===== src/visual_fetch_sequencer_macros.svh =====
// Assertion macros used by the visual fetch sequencer top level
`ifndef VISUAL_FETCH_SEQUENCER_MACROS_SVH
`define VISUAL_FETCH_SEQUENCER_MACROS_SVH

// Same-cycle implication, checked outside of reset
`define VFS_ASSERT_NOW(lbl, clk, rst_n, ante, cons, msg) \
    lbl: assert property (@(posedge clk) disable iff (!(rst_n)) (ante) |-> (cons)) \
        else $error(msg);

// Next-cycle implication, checked outside of reset
`define VFS_ASSERT_NEXT(lbl, clk, rst_n, ante, cons, msg) \
    lbl: assert property (@(posedge clk) disable iff (!(rst_n)) (ante) |=> (cons)) \
        else $error(msg);

`endif


===== src/vfs_pkg.sv =====
// Types, codes and constants of the visual fetch sequencer
package vfs_pkg;

    // Field widths
    localparam int POS_BITS = 12;
    localparam int SIZE_W   = 12;
    localparam int FW_W     = 12;
    localparam int TOL_W    = 13;
    localparam int CNT_W    = 8;
    localparam int MISS_W   = 6;
    localparam int DIFF_W   = ((FW_W > POS_BITS + 1) ? FW_W : POS_BITS + 1) + 1;
    localparam int CMP_W    = (DIFF_W > TOL_W) ? DIFF_W : TOL_W;

    // Search miss count saturates here
    localparam logic [MISS_W-1:0] MISS_MAX = '1;

    // Operations
    localparam logic OP_FRAME  = 1'b0;
    localparam logic OP_ASSIGN = 1'b1;

    // Modes
    localparam logic [1:0] MODE_IDLE     = 2'd0;
    localparam logic [1:0] MODE_SEARCH   = 2'd1;
    localparam logic [1:0] MODE_APPROACH = 2'd2;

    // Target kinds
    localparam logic [1:0] TGT_NONE = 2'd0;
    localparam logic [1:0] TGT_ITEM = 2'd1;
    localparam logic [1:0] TGT_HOME = 2'd2;

    // Motor commands
    localparam logic [2:0] CMD_NONE      = 3'd0;
    localparam logic [2:0] CMD_STOP      = 3'd1;
    localparam logic [2:0] CMD_SEARCH    = 3'd2;
    localparam logic [2:0] CMD_LEFT      = 3'd3;
    localparam logic [2:0] CMD_RIGHT     = 3'd4;
    localparam logic [2:0] CMD_FWD_FAR   = 3'd5;
    localparam logic [2:0] CMD_FWD       = 3'd6;
    localparam logic [2:0] CMD_STOP_RUSH = 3'd7;

    // Events
    localparam logic [2:0] EV_NONE    = 3'd0;
    localparam logic [2:0] EV_FOUND   = 3'd1;
    localparam logic [2:0] EV_FAILED  = 3'd2;
    localparam logic [2:0] EV_ARRIVED = 3'd3;
    localparam logic [2:0] EV_LOST    = 3'd4;

    // Register indexes
    localparam logic [2:0] REG_FRAME_WIDTH = 3'd0;
    localparam logic [2:0] REG_CENTER_TOL  = 3'd1;
    localparam logic [2:0] REG_ITEM_CLOSE  = 3'd2;
    localparam logic [2:0] REG_HOME_CLOSE  = 3'd3;
    localparam logic [2:0] REG_FAR_SIZE    = 3'd4;
    localparam logic [2:0] REG_CONFIRM     = 3'd5;
    localparam logic [2:0] REG_LOST        = 3'd6;
    localparam logic [2:0] REG_SEARCH_LIM  = 3'd7;

    localparam int PADDR_W = 5;

    typedef struct packed {
        logic              operation;
        logic              match_found;
        logic [11:0]       pos_x;
        logic [SIZE_W-1:0] size_measure;
        logic [1:0]        new_target;
    } t_in_req;

    typedef struct packed {
        logic [2:0] command;
        logic [1:0] mode_now;
        logic [1:0] target_now;
        logic [2:0] event_res;
    } t_out_req;

    typedef struct packed {
        logic [FW_W-1:0]   frame_width;
        logic [TOL_W-1:0]  center_tolerance;
        logic [SIZE_W-1:0] item_close_size;
        logic [SIZE_W-1:0] home_close_size;
        logic [SIZE_W-1:0] far_size;
        logic [CNT_W-1:0]  confirm_frames;
        logic [CNT_W-1:0]  lost_frames;
        logic [MISS_W-1:0] search_limit;
    } t_cfg;

    typedef struct packed {
        logic [1:0]        mode;
        logic [1:0]        target_kind;
        logic [MISS_W-1:0] search_misses;
        logic [CNT_W-1:0]  close_seen;
        logic [CNT_W-1:0]  lost_seen;
    } t_state;

endpackage


===== src/vfs_step.sv =====
// Next-state and result logic for one sequencer request
module vfs_step (
    input  vfs_pkg::t_in_req  i_req,
    input  vfs_pkg::t_cfg     i_cfg,
    input  vfs_pkg::t_state   i_state,
    output vfs_pkg::t_state   o_state,
    output vfs_pkg::t_out_req o_res
);
    import vfs_pkg::*;

    logic [POS_BITS-1:0]      pos;
    logic signed [DIFF_W-1:0] diff;
    logic [DIFF_W-1:0]        mag;
    logic                     off_center;
    logic [SIZE_W-1:0]        near_thr;
    logic [MISS_W-1:0]        miss_inc;
    logic [2:0]               cmd;
    logic [2:0]               ev;
    t_state                   nxt;

    // Center error and its magnitude, the near threshold and the saturating miss count
    always_comb begin
        pos        = POS_BITS'(i_req.pos_x);
        diff       = $signed(DIFF_W'(i_cfg.frame_width)) - $signed(DIFF_W'({pos, 1'b0}));
        mag        = diff[DIFF_W-1] ? DIFF_W'(-diff) : DIFF_W'(diff);
        off_center = CMP_W'(mag) >= CMP_W'(i_cfg.center_tolerance);
        near_thr   = (i_state.target_kind == TGT_HOME) ? i_cfg.home_close_size
                                                       : i_cfg.item_close_size;
        miss_inc   = (i_state.search_misses < MISS_MAX) ? i_state.search_misses + MISS_W'(1)
                                                        : i_state.search_misses;
    end

    // Sequence the modes
    always_comb begin
        nxt = i_state;
        cmd = CMD_NONE;
        ev  = EV_NONE;
        if (i_req.operation == OP_ASSIGN) begin
            if (i_req.new_target <= TGT_HOME) begin
                nxt.target_kind = i_req.new_target;
            end
        end else if (i_state.mode == MODE_IDLE) begin
            if (i_state.target_kind != TGT_NONE) begin
                nxt.mode = MODE_SEARCH;
            end
        end else if (i_state.target_kind == TGT_NONE) begin
            nxt.mode = MODE_IDLE;
        end else if (i_state.mode == MODE_SEARCH) begin
            if (!i_req.match_found) begin
                cmd = CMD_SEARCH;
                nxt.search_misses = miss_inc;
                if (miss_inc > i_cfg.search_limit) begin
                    nxt.search_misses = '0;
                    nxt.target_kind   = TGT_NONE;
                    nxt.mode          = MODE_IDLE;
                    ev                = EV_FAILED;
                end
            end else begin
                nxt.search_misses = '0;
                cmd               = CMD_STOP;
                ev                = EV_FOUND;
                nxt.mode          = MODE_APPROACH;
            end
        end else if (!i_req.match_found) begin
            // approach, target not seen
            if (i_state.lost_seen >= i_cfg.lost_frames) begin
                nxt.lost_seen = '0;
                nxt.mode      = MODE_SEARCH;
                ev            = EV_LOST;
            end else begin
                nxt.lost_seen = i_state.lost_seen + CNT_W'(1);
            end
        end else if (off_center) begin
            cmd = diff[DIFF_W-1] ? CMD_LEFT : CMD_RIGHT;
        end else if (i_req.size_measure > near_thr) begin
            if (i_state.close_seen >= i_cfg.confirm_frames) begin
                nxt.close_seen = '0;
                ev             = EV_ARRIVED;
                if (i_state.target_kind != TGT_HOME) begin
                    cmd             = CMD_STOP_RUSH;
                    nxt.target_kind = TGT_HOME;
                    nxt.mode        = MODE_SEARCH;
                end else begin
                    cmd             = CMD_STOP;
                    nxt.target_kind = TGT_NONE;
                    nxt.mode        = MODE_IDLE;
                end
            end else begin
                nxt.close_seen = i_state.close_seen + CNT_W'(1);
                cmd            = CMD_STOP;
            end
        end else if (i_req.size_measure < i_cfg.far_size) begin
            nxt.close_seen = '0;
            cmd            = CMD_FWD_FAR;
        end else begin
            nxt.close_seen = '0;
            cmd            = CMD_FWD;
        end
    end

    assign o_state          = nxt;
    assign o_res.command    = cmd;
    assign o_res.mode_now   = nxt.mode;
    assign o_res.target_now = nxt.target_kind;
    assign o_res.event_res  = ev;

endmodule


===== src/visual_fetch_sequencer.sv =====
// Top level of the visual fetch sequencer: registers, pipeline and checks
//
//   channel   | direction | handshake                  | payload
//   ----------+-----------+----------------------------+----------------
//   frame in  | in        | i_in_valid / o_in_ready    | i_in  (t_in_req)
//   result    | out       | o_out_valid / i_out_ready  | o_out (t_out_req)
//   config    | in        | APB psel/penable/pwrite    | paddr, pwdata
//
// One request a cycle sustained while results are taken; each request passes the input
// register, then the result register. The step logic between the two registers sets
// the clock; state updates as a request moves into the result register.
// Reset (synchronous, active low) clears state, valids and config to defaults.
// A stalled result holds; the input register keeps accepting until both stages fill.
module visual_fetch_sequencer (
    input  logic                         i_clk,
    input  logic                         i_rst_n,
    input  logic                         i_in_valid,
    output logic                         o_in_ready,
    input  vfs_pkg::t_in_req             i_in,
    output logic                         o_out_valid,
    input  logic                         i_out_ready,
    output vfs_pkg::t_out_req            o_out,
    input  logic                         psel,
    input  logic                         penable,
    input  logic                         pwrite,
    input  logic [vfs_pkg::PADDR_W-1:0]  paddr,
    input  logic [31:0]                  pwdata,
    output logic [31:0]                  prdata,
    output logic                         pready
);
    import vfs_pkg::*;

    `include "visual_fetch_sequencer_macros.svh"

    t_cfg     r_cfg;
    t_state   r_state;
    t_state   n_state;
    t_in_req  r_in;
    logic     r_in_vld;
    t_out_req r_out;
    t_out_req n_out;
    logic     r_out_vld;
    logic     out_free;
    logic     move;
    logic     cfg_wr;
    logic [2:0] reg_idx;

    // Handshake control
    assign out_free    = !r_out_vld || i_out_ready;
    assign move        = r_in_vld && out_free;
    assign o_in_ready  = !r_in_vld || move;
    assign o_out_valid = r_out_vld;
    assign o_out       = r_out;

    // Capture the input request
    always_ff @(posedge i_clk) begin
        if (!i_rst_n) begin
            r_in_vld <= 1'b0;
        end else if (o_in_ready) begin
            r_in_vld <= i_in_valid;
        end
    end

    always_ff @(posedge i_clk) begin
        if (i_in_valid && o_in_ready) begin
            r_in <= i_in;
        end
    end

    vfs_step u_step (
        .i_req   (r_in),
        .i_cfg   (r_cfg),
        .i_state (r_state),
        .o_state (n_state),
        .o_res   (n_out)
    );

    // Advance state and the result register
    always_ff @(posedge i_clk) begin
        if (!i_rst_n) begin
            r_state   <= '{mode: MODE_IDLE, target_kind: TGT_NONE, default: '0};
            r_out_vld <= 1'b0;
        end else begin
            if (move) begin
                r_state <= n_state;
            end
            if (out_free) begin
                r_out_vld <= r_in_vld;
            end
        end
    end

    always_ff @(posedge i_clk) begin
        if (move) begin
            r_out <= n_out;
        end
    end

    // Configuration writes
    assign pready  = 1'b1;
    assign reg_idx = paddr[PADDR_W-1:2];
    assign cfg_wr  = psel && penable && pwrite && pready;

    always_ff @(posedge i_clk) begin
        if (!i_rst_n) begin
            r_cfg.frame_width      <= FW_W'(640);
            r_cfg.center_tolerance <= TOL_W'(60);
            r_cfg.item_close_size  <= SIZE_W'(100);
            r_cfg.home_close_size  <= SIZE_W'(150);
            r_cfg.far_size         <= SIZE_W'(40);
            r_cfg.confirm_frames   <= CNT_W'(3);
            r_cfg.lost_frames      <= CNT_W'(5);
            r_cfg.search_limit     <= MISS_W'(50);
        end else if (cfg_wr) begin
            unique case (reg_idx)
                REG_FRAME_WIDTH: r_cfg.frame_width      <= pwdata[FW_W-1:0];
                REG_CENTER_TOL:  r_cfg.center_tolerance <= pwdata[TOL_W-1:0];
                REG_ITEM_CLOSE:  r_cfg.item_close_size  <= pwdata[SIZE_W-1:0];
                REG_HOME_CLOSE:  r_cfg.home_close_size  <= pwdata[SIZE_W-1:0];
                REG_FAR_SIZE:    r_cfg.far_size         <= pwdata[SIZE_W-1:0];
                REG_CONFIRM:     r_cfg.confirm_frames   <= pwdata[CNT_W-1:0];
                REG_LOST:        r_cfg.lost_frames      <= pwdata[CNT_W-1:0];
                REG_SEARCH_LIM:  r_cfg.search_limit     <= pwdata[MISS_W-1:0];
                default: ;
            endcase
        end
    end

    // Register read back
    always_comb begin
        unique case (reg_idx)
            REG_FRAME_WIDTH: prdata = 32'(r_cfg.frame_width);
            REG_CENTER_TOL:  prdata = 32'(r_cfg.center_tolerance);
            REG_ITEM_CLOSE:  prdata = 32'(r_cfg.item_close_size);
            REG_HOME_CLOSE:  prdata = 32'(r_cfg.home_close_size);
            REG_FAR_SIZE:    prdata = 32'(r_cfg.far_size);
            REG_CONFIRM:     prdata = 32'(r_cfg.confirm_frames);
            REG_LOST:        prdata = 32'(r_cfg.lost_frames);
            REG_SEARCH_LIM:  prdata = 32'(r_cfg.search_limit);
            default:         prdata = '0;
        endcase
    end

    // Checks
    `VFS_ASSERT_NOW(a_stall_full, i_clk, i_rst_n, !o_in_ready, r_in_vld && r_out_vld && !i_out_ready, "input stalled while pipeline not full")
    `VFS_ASSERT_NOW(a_found, i_clk, i_rst_n, o_out_valid && o_out.event_res == EV_FOUND, o_out.command == CMD_STOP && o_out.mode_now == MODE_APPROACH, "found event without stop and approach")
    `VFS_ASSERT_NOW(a_failed, i_clk, i_rst_n, o_out_valid && o_out.event_res == EV_FAILED, o_out.target_now == TGT_NONE && o_out.mode_now == MODE_IDLE, "search failure left a target or mode")
    `VFS_ASSERT_NOW(a_arrived, i_clk, i_rst_n, o_out_valid && o_out.event_res == EV_ARRIVED, (o_out.command == CMD_STOP_RUSH && o_out.target_now == TGT_HOME && o_out.mode_now == MODE_SEARCH) || (o_out.command == CMD_STOP && o_out.target_now == TGT_NONE && o_out.mode_now == MODE_IDLE), "arrival with wrong retarget")
    `VFS_ASSERT_NEXT(a_move_state, i_clk, i_rst_n, !move, $stable(r_state), "state changed without a request")

endmodule


===== config.mk =====
export PLATFORM = sky130hd
export DESIGN_NAME = visual_fetch_sequencer
export DESIGN_NICKNAME = d
export VERILOG_FILES = /design/src/vfs_pkg.sv /design/src/vfs_step.sv /design/src/visual_fetch_sequencer.sv
export VERILOG_INCLUDE_DIRS = /design/src /design/src/src
export SDC_FILE = /design/constraint.sdc
export NUM_CORES = 1
export LEC_CHECK = 0
export ABC_AREA = 1
export ABC_CLOCK_PERIOD_IN_PS = 4300
export BUFFER_PORTS_ARGS = -buffer_cell sky130_fd_sc_hd__buf_2
export CORE_MARGIN = 2
export CORE_UTILIZATION = 42
export DETAILED_ROUTE_END_ITERATION = 10
export HOLD_SLACK_MARGIN = 0.15
export PLACE_DENSITY = 0.65
export SLEW_MARGIN = 20
export SYNTH_ARGS = -nofsm -noshare
export SYNTH_HDL_FRONTEND = slang
export SYNTH_SLANG_ARGS = --single-unit

===== constraint.sdc =====
create_clock -name i_clk -period 4.3 [get_ports i_clk]
set_input_delay 0.215 -clock i_clk [delete_from_list [all_inputs] [get_ports i_clk]]
set_output_delay 0.215 -clock i_clk [all_outputs]
set_load 0.05 [all_outputs]

==> qor.yml <==
synth_adder_area_share_pct: 10.5
critPathMaxFanout: 5
peakVddDrop_mv: 0.255
hold_slack_ns: 0.176
yosysWarnings: 0
arrival_ns: 4.12
synth_edf_count: 38
coreArea_mm2: 0.0210
htreeDepth: 4
antenna_found_initial: 0
clock_latency_ns: 0.43
synth_top_family_by_area: "simple AND/OR/NAND/NOR gates"
seq_area_frac_synth_pct: 37.7
drc: 0
ys_seq_elements: 149
routedWlPerCell_um: 14.5
finalHoldViolCount: 0
stdcell_area_mm2: 0.0105
ys.flop_type: "dfxtp_1"
setup_viol: 0
fin_skew_ns: 0.0141
critPathKind: "flip-flop to flip-flop"
end_kind: "flip-flop"
hold_path_class: "input pin to flip-flop"
post-route-util_pct: 50.3
grt_pass1_wl_mm: 36.2
synthMuxAreaShare_pct: 0.574
power.leakage_nw: 4.83
finalCritPeriodShare_pct: 91.5
syn_inst: 1176
synth.distinct_cells: 52
ios: 117
dr.pass1.iters: 5
startpoint_type: "flip-flop"
antenna_cells: 0
core.rowCount: 53
grt_overflow: 0
gp_congestion: 0.899
grt_pass1_vias: 7078
finalMaxSlewViolations: 0
status: "completed"
grt_max_degree: 82
required_ns: 4.49
fmax_mhz: 254
clkSinkCount: 149
fin_nets: 1434
drv_cap: 0
io_buffers: 75
drive_gt1_share_pct: 13.0
crit_top_cell: "nand2_1"
syn_avg_cell_area_um2: 7.59
viasPerCell: 5.04
synth_compound_area_share_pct: 15.9
wl_mm: 22.9
synth-simple-area-share_pct: 22.1
power.density_mw_per_mm2: 342
dpl.hpwl_mm: 16.7
drtIter0Drc: 511
worst_slew_pin_slew_ns: 0.822
slowest_stage: "fa_2"
synth_area_mm2: 0.00893
initial_core_util_pct: 42.6
cts_tree: "built"
cts_buffers: 17
area_growth_pct: 17.9
n_fill_cell: 2012
die_y_um: 150
setup_tns_ns: 0
synth_xor_area_share_pct: 2.63
period_minus_slack_ns: 3.93
relSlewSlack_pct: 45.1
cpPeakStageDelay_ns: 0.38
async_reset_ff_share_pct: 0
ant_nets: 0
clk_pin_slew_ns: 0.07
cts-root-buf: "clkbuf_16"
vias: 7950
dieArea_mm2: 0.0224
clockBufferDepth: 2
grt_usage_pct: 20.7
place_area_mm2: 0.00952
rsz0062_at_grt: "false"
dieWidth_um: 150
-- final timing paths --
check	from	to	slack, ns	cells past startpoint
hold reg to reg	r_cfg[37]	r_cfg[37]	0.48	2
setup / recovery	r_cfg[72]	o_out[3]	0.37	30
hold / removal	pwdata[6]	r_cfg[52]	0.18	3
setup reg to reg	r_cfg[72]	o_out[3]	0.37	30
-- what timing repair did --
action                                  in CTS  in global routing
setup buffers                                0                  1
endpoints found under the setup margin       0                 20
hold buffers                                37                  0
gates resized for setup                      0                  6
endpoints found under the hold margin       46                  0
-- per-layer routing --
layer	share of wire (%)	vias to the layer above	GRT usage (%)
li1	-	4097	-
met1	48	3626	28.9
met2	45	209	33.1
met3	5.2	18	4.27
met4	1.2	0	4.67
met5	0	-	0
-- layout by cell type, fill, tap and decap left out, drive strengths merged, types with 10 or more instances in the layout --
cell type and n:
dfxtp 111, ha 73, nand3 53, nand2 235, edfxtp 38, o211ai 10
clkbuf 21, xor2 23, dlygate4sd3 37, a21oi 103, inv 179, o21ai 98
buf 85, nor2 114, nor3 15, o22ai 11, nand4 14, conb 20
a221oi 13
-- power by group --
part	total, mW	leakage, nW	switching, mW	internal [mW]
Sequential	1.50	1.27	0.0216	1.47
Combinational	0.542	3.26	0.364	0.178
Clock	1.56	0.293	0.614	0.949
Total	3.60	4.83	1.00	2.60
-- worst max-delay path, delay by kind of cell (launching register included) --
| kind | cells | cell delay, ns |
|---|---|---|
| buffers and inverters | 6 | 0.56 |
| AND/OR/NAND/NOR | 17 | 1.48 |
| XOR/XNOR | 1 | 0.14 |
| AO/OA/AOI/OAI | 3 | 0.31 |
| adder cells (fa/ha/maj) | 3 | 0.89 |
| flip-flops | 1 | 0.31 |
-- cells in the mapped netlist (4+ instances only) --
| master | n | area share (%) |
|---|---|---|
| a21oi_1 | 102 | 5.7 |
| a221oi_1 | 13 | 1.3 |
| a22oi_1 | 6 | 0.50 |
| buf_2 | 4 | 0.22 |
| buf_4 | 20 | 1.7 |
| clkbuf_1 | 21 | 0.88 |
| dfxtp_1 | 111 | 25 |
| edfxtp_1 | 38 | 13 |
| ha_1 | 73 | 10 |
| inv_1 | 169 | 7.1 |
| inv_2 | 7 | 0.29 |
| mux2i_1 | 4 | 0.45 |
| nand2_1 | 225 | 9.5 |
| nand2_2 | 7 | 0.49 |
| nand3_1 | 49 | 2.7 |
| nand4_1 | 14 | 0.98 |
| nor2_1 | 98 | 4.1 |
| nor2_2 | 10 | 0.70 |
| nor2_4 | 5 | 0.63 |
| nor3_1 | 12 | 0.67 |
| o2111ai_1 | 5 | 0.49 |
| o211ai_1 | 10 | 0.84 |
| o21ai_0 | 94 | 5.3 |
| o22ai_1 | 11 | 0.77 |
| xor2_1 | 22 | 2.2 |
-- logic make-up (layout without fill, tap and decap cells) --
kind of cell	count (synthesis)	count (layout)
muxes	5	5
and+or+nand+nor	439	439
xor gates and xnor gates	26	26
other	2	20
AOI/OAI and AO/OA	255	255
adders and majority gates	74	74
buffers and inverters	226	333
DFF	149	149
-- flip-flops by register name (all words and copies together), names as in the netlist --
register,cells
r_cfg,83
r_in,28
o_out_valid,1
r_state,26
o_out,10
r_in_vld,1
-- stage by stage --
step | std cells | power [mW] | worst slack, ns
finish | 1576 | 3.60 | 0.367
global route | 1576 | 3.76 | 0.0421
CTS | 1575 | 3.62 | 0.135
detailed placement | 1506 | 2.03 | 0.149
global placement | 1506 | 2.02 | 0.180
floorplan | 1194 | 1.91 | 0.525
-- layout make-up --
| cell class | count | area, um^2 | area share [%] |
|---|---|---|---|
| multi-input combinational | 819 | 4720 | 44.8 |
| tap | 275 | 344 | 3.27 |
| timing repair buffer | 122 | 821 | 7.79 |
| clock inverter | 11 | 146 | 1.39 |
| clock buffer | 21 | 462 | 4.38 |
| sequential | 149 | 3360 | 31.9 |
| inverter | 179 | 674 | 6.40 |
Note: power is estimated with default switching activity, not from simulation.
